## config.mk

```make
export PLATFORM = sky130hd
export DESIGN_NAME = dht_ctrl
export DESIGN_NICKNAME = d
export VERILOG_FILES = /design/src/sv/double_hash_table_lookup_insert_macros.svh /design/src/sv/dht_pkg.sv /design/src/sv/dht_ctrl.sv
export SDC_FILE = /design/constraint.sdc
export NUM_CORES = 1
export LEC_CHECK = 0
export BUFFER_PORTS_ARGS = -buffer_cell sky130_fd_sc_hd__buf_2
export CORE_MARGIN = 2
export CORE_UTILIZATION = 35
export DETAILED_ROUTE_END_ITERATION = 10
export GPL_ROUTABILITY_DRIVEN = 0
export PLACE_DENSITY = 0.6
export SYNTH_ARGS = -nofsm -noshare
export SYNTH_HDL_FRONTEND = slang
export SYNTH_SLANG_ARGS = --single-unit
```

## constraint.sdc

```tcl
create_clock -name clk -period 2.6 [get_ports clk]
set_input_delay 0.52 -clock clk [delete_from_list [all_inputs] [get_ports clk]]
set_output_delay 0.52 -clock clk [all_outputs]
set_load 0.03 [all_outputs]
```

## src/sv/double_hash_table_lookup_insert_macros.svh

```systemverilog
// Assertion macros for the double-hash table block.
`ifndef DOUBLE_HASH_TABLE_LOOKUP_INSERT_MACROS_SVH
`define DOUBLE_HASH_TABLE_LOOKUP_INSERT_MACROS_SVH

`ifndef SYNTH
// Check a consequent in the same cycle as its antecedent.
`define DHT_ASSERT_IMPL(name, clk, rst_n, ante, cons) \
	name: assert property (@(posedge clk) disable iff (!rst_n) (ante) |-> (cons)) \
		else $error("dht assertion failed");
// Check a consequent in the cycle after its antecedent.
`define DHT_ASSERT_NEXT(name, clk, rst_n, ante, cons) \
	name: assert property (@(posedge clk) disable iff (!rst_n) (ante) |=> (cons)) \
		else $error("dht assertion failed");
`else
`define DHT_ASSERT_IMPL(name, clk, rst_n, ante, cons)
`define DHT_ASSERT_NEXT(name, clk, rst_n, ante, cons)
`endif

`endif

```

## src/sv/dht_pkg.sv

```systemverilog
`timescale 1ns / 1ps

package dht_pkg;

	// Default geometry
	localparam int DHT_TABLE_SIZE = 4093;
	localparam int DHT_KEY_BITS   = 16;
	localparam int DHT_DIST_BITS  = 8;

	// Secondary hash: stride = STRIDE_BASE - key mod STRIDE_BASE
	localparam int STRIDE_BASE = 911;
	localparam int STRIDE_W    = 10;

	typedef enum logic [1:0] {
		ST_HIT    = 2'd0,
		ST_ABSENT = 2'd1,
		ST_FULL   = 2'd2
	} status_t;

	// Controller to datapath commands
	typedef struct packed {
		logic cap;
		logic clr;
		logic hash_ld;
		logic rd;
		logic adv;
		logic wr;
		logic res_hit;
		logic res_absent;
		logic res_full;
	} cmd_t;

	// Datapath to controller status
	typedef struct packed {
		logic clr_last;
		logic is_ins;
		logic slot_vld;
		logic key_hit;
		logic last_probe;
	} sts_t;

endpackage

```

## src/sv/dht_ctrl.sv

```systemverilog
`timescale 1ns / 1ps

module dht_ctrl import dht_pkg::*; (
	input  logic clk,
	input  logic arst_n,
	input  logic start,
	output logic busy,
	input  sts_t sts,
	output cmd_t cmd
);

	typedef enum logic [6:0] {
		S_CLEAR = 7'b0000001,
		S_IDLE  = 7'b0000010,
		S_H1    = 7'b0000100,
		S_H2    = 7'b0001000,
		S_H3    = 7'b0010000,
		S_RD    = 7'b0100000,
		S_CHK   = 7'b1000000
	} state_t;

	state_t state_q;
	state_t state_d;

	// Advance the state
	always_ff @(posedge clk or negedge arst_n) begin
		if (!arst_n) begin
			state_q <= S_CLEAR;
		end else begin
			state_q <= state_d;
		end
	end

	assign busy = (state_q != S_IDLE);

	// Decode next state and commands
	always_comb begin
		state_d = state_q;
		cmd     = '0;
		unique case (state_q)
			S_CLEAR: begin
				cmd.clr = 1'b1;
				if (sts.clr_last) begin
					state_d = S_IDLE;
				end
			end
			S_IDLE: begin
				if (start) begin
					cmd.cap = 1'b1;
					state_d = S_H1;
				end
			end
			S_H1: begin
				state_d = S_H2;
			end
			S_H2: begin
				state_d = S_H3;
			end
			S_H3: begin
				cmd.hash_ld = 1'b1;
				state_d     = S_RD;
			end
			S_RD: begin
				cmd.rd  = 1'b1;
				state_d = S_CHK;
			end
			S_CHK: begin
				// Insert takes the first free slot; lookup stops on empty or match
				priority if (!sts.slot_vld) begin
					if (sts.is_ins) begin
						cmd.wr      = 1'b1;
						cmd.res_hit = 1'b1;
					end else begin
						cmd.res_absent = 1'b1;
					end
					state_d = S_IDLE;
				end else if (!sts.is_ins && sts.key_hit) begin
					cmd.res_hit = 1'b1;
					state_d     = S_IDLE;
				end else if (sts.last_probe) begin
					cmd.res_full = 1'b1;
					state_d      = S_IDLE;
				end else begin
					cmd.adv = 1'b1;
					state_d = S_RD;
				end
			end
			default: begin
				state_d = S_IDLE;
			end
		endcase
	end

endmodule

```

==> impl_metrics.env <==
export IMPL_run_status="finished, final reports clean"
export IMPL_grt_usage_pct=13.11
export IMPL_antenna_left=0
export IMPL_timing_final_hold_violations=0
export IMPL_ctsResizeCount=0
export IMPL_drc_errors=0
export IMPL_via_count=418
export IMPL_power_clock_fraction_pct=19.6
export IMPL_yosys_warn_count=0
export IMPL_report_final_slew_viol_count=0
export IMPL_coreArea_um2=1252
export IMPL_fp_dieH_um=40.12
export IMPL_die_area_um2=1610
export IMPL_io_pins=18
export IMPL_worst_endpoint_arrival_ps=1640
export IMPL_critical_path_max_fanout=6
export IMPL_estimated_wirelength_of_the_detail_placed_design_um=741.1
export IMPL_num_antenna_cells=0
export IMPL_setup_viol_count_final=0
export IMPL_worstRegToRegCells=4
export IMPL_met3_usage_pct=3.333
export IMPL_antenna_found_initial=0
export IMPL_drt_pre_antenna_iters=4
export IMPL_post_route_cells_drive_above_1_share_pct=37.50
export IMPL_route_detailed_wl_per_inst_um=10.47
export IMPL_syn_to_layout_area_delta_pct=28.49
export IMPL_grt_busiest_layer="met2"
export IMPL_worst_ep_required_time_ps=2080
export IMPL_met2_track_demand_over_resource_in_global_routing_pct=20.16
export IMPL_post_drt_via_cell_ratio=4.805
export IMPL_synth_seq_cells=7
export IMPL_post_place_cells=83
export IMPL_syn_mean_instance_area_um2=8.955
export IMPL_hp_class="in2async"
export IMPL_largest_register="state_q"
export IMPL_htreeDepth=1
export IMPL_cts_tree="done"
export IMPL_std_cell_rows=13
export IMPL_fin_tns_setup_ps=0
export IMPL_postSynthCellCount=51
export IMPL_max_ffs_per_register=7
export IMPL_timing_hold_ws_ps=95.23
export IMPL_synthesis_nets=59
export IMPL_timing_worst_slew_pin_value_ps=279.6
export IMPL_cts_num_sinks=7
export IMPL_dr_first_iter_drc_count=7
export IMPL_seq_area_frac_synth_pct=38.63
export IMPL_period_utilization_post_route_pct=82.98
export IMPL_seqPwrFrac_pct=31.4
export IMPL_worstSetupPathType="reg2out"
export IMPL_grt_first_pass_wirelength_um=1359
export IMPL_cts_path_max_buffers=2
export IMPL_cts_hold_repair_buffers=0
export IMPL_global_route_usage_met1_pct=16.33
export IMPL_reg_top3="state_q x7"
export IMPL_wirelength_um=911
export IMPL_switching_power_uw=214.5
export IMPL_yosys_cell_types_count=22
export IMPL_grt_setup_unrepaired="no"
export IMPL_synthesis_area_um2=456.7
export IMPL_timing_final_ws_setup_ps=442.6
export IMPL_slew_limit_headroom_pct=81.22
export IMPL_max_cap_violations=0
export IMPL_insertion_delay_ps=250
export IMPL_endpoint_kind="output pin"
export IMPL_max_freq_mhz=463.5
export IMPL_power_leakage_nw=0.2986
export IMPL_dp_worst_setup_slack_ps=721.1
export IMPL_netSwitchingFraction_pct=42.64
export IMPL_p_int_uw=288.5
export IMPL_gr_total_overflow=0
export IMPL_cts_root_buffer_cell="sky130_fd_sc_hd__clkbuf_4"
export IMPL_io_buffers=17
export IMPL_first_global_vias=334
export IMPL_clock_tree_skew_after_final_layout_ps=1.651
export IMPL_ir_drop_mv=0.3866
export IMPL_die_w_um=40.12
export IMPL_period_minus_slack_ps=2157
export IMPL_fin_cells=87
export IMPL_cts_buffers=3
export IMPL_worst_setup_hold_path_clk_slew_ps=50
export IMPL_grt_start_max_net_pins=8
export IMPL_power_per_cell_area_nw_per_um2=857.2
export IMPL_initial_utilization_pct=36.46
export IMPL_final_fill_count=116
export IMPL_finalNetCount=81
export IMPL_startpoint_type="register"
export IMPL_comb_power_share_pct=49.0
export IMPL_cts_repair_timing_setup_buffer_count=0
routing by layer:
metal	routed length, um	vias up	share of wire (%)
met2	402	19	44
met1	459	178	50
met5	0	-	0
li1	-	221	-
met4	0	0	0
met3	50	0	5.5
synthesized netlist by cell type:
master                     count  area [um2]
sky130_fd_sc_hd__nor4_4        1       21.27
sky130_fd_sc_hd__dfstp_2       1       26.28
sky130_fd_sc_hd__and3_2        1       7.510
sky130_fd_sc_hd__xor2_1        1       8.760
sky130_fd_sc_hd__nor2_2        1       6.260
sky130_fd_sc_hd__o32ai_2       1       16.27
sky130_fd_sc_hd__and3_1        2       12.51
sky130_fd_sc_hd__nor2_1       10       37.54
sky130_fd_sc_hd__a31oi_1       2       12.51
sky130_fd_sc_hd__a21oi_1       1       5.000
sky130_fd_sc_hd__nand3_1       2       10.01
sky130_fd_sc_hd__nand4_2       1       12.51
sky130_fd_sc_hd__nor3b_1       3       22.52
sky130_fd_sc_hd__nor2b_4       1       13.76
sky130_fd_sc_hd__inv_1         2       7.510
sky130_fd_sc_hd__nand2b_1      3       18.77
sky130_fd_sc_hd__dfrtp_1       6       150.1
sky130_fd_sc_hd__or2_1         1       6.260
sky130_fd_sc_hd__nand2_1       5       18.77
sky130_fd_sc_hd__o31ai_1       1       7.510
sky130_fd_sc_hd__nand3b_1      4       30.03
sky130_fd_sc_hd__nor3_1        1       5.000
final timing paths:
path                             from    endpoint  slack, ps
hold / removal                 arst_n  state_q[4]        100
hold reg to reg            state_q[4]  state_q[6]        600
setup reg to reg           state_q[3]  state_q[1]       1210
setup / recovery           state_q[3]      cmd[1]        440
min in group clk               sts[4]  state_q[0]        410
max in group asynchronous      arst_n  state_q[0]       2270
layout make-up:
type,count,area (um2),area share [%]
clock buffers,4,26.28,4.478
inverters,2,7.507,1.279
well taps,15,18.77,3.198
repair buffers,17,85.08,14.50
flip-flops and latches,7,176.4,30.06
multi-input cells,42,272.8,46.48
critical path, cell delays in order (launching register included):
cell and delay (ps):
sky130_fd_sc_hd__dfrtp_1 420, sky130_fd_sc_hd__nor4_4 350, sky130_fd_sc_hd__nand4_2 230, sky130_fd_sc_hd__nor3_1 170
sky130_fd_sc_hd__buf_2 220
power by group through the flow:
stage / registers [mW] / logic, mW / clock network [mW]
global placement: 0.159 / 0.249 / 0
floorplan: 0.154 / 0.199 / 0
global route: 0.160 / 0.275 / 0.108
finish: 0.158 / 0.246 / 0.0985
CTS: 0.157 / 0.249 / 0.104
detailed placement: 0.159 / 0.247 / 0
cells by family (layout without fill, tap and decap cells):
kind of cell              after synthesis  after routing  synth area share [%]
and+or+nand+nor                        36             36                 48.77
DFF                                     7              7                 38.63
AOI/OAI and AO/OA                       5              5                 9.041
buffers and inverters                   2             23                 1.644
xor gates and xnor gates                1              1                 1.918
placed cells by master (no fill, tap or decap), types with 2 or more instances in the layout:
cell type,instances
sky130_fd_sc_hd__nor2_1,10
sky130_fd_sc_hd__nand3b_1,4
sky130_fd_sc_hd__buf_2,17
sky130_fd_sc_hd__a31oi_1,2
sky130_fd_sc_hd__nand3_1,2
sky130_fd_sc_hd__clkbuf_4,3
sky130_fd_sc_hd__and3_1,2
sky130_fd_sc_hd__nor3b_1,3
sky130_fd_sc_hd__inv_1,2
sky130_fd_sc_hd__dfrtp_1,6
sky130_fd_sc_hd__nand2b_1,3
sky130_fd_sc_hd__nand2_1,5
metrics by stage:
step / utilization [%] / total power [mW] / cell area [um2]
final: 46.85 / 0.5030 / 586.8
after floorplan: - / 0.3533 / 456.7
after CTS: 46.85 / 0.5104 / 586.8
after global routing: 46.85 / 0.5431 / 586.8
after global placement: 44.76 / 0.4083 / 560.5
after detailed placement: 44.76 / 0.4065 / 560.5
Note: power is estimated with default switching activity, not from simulation.
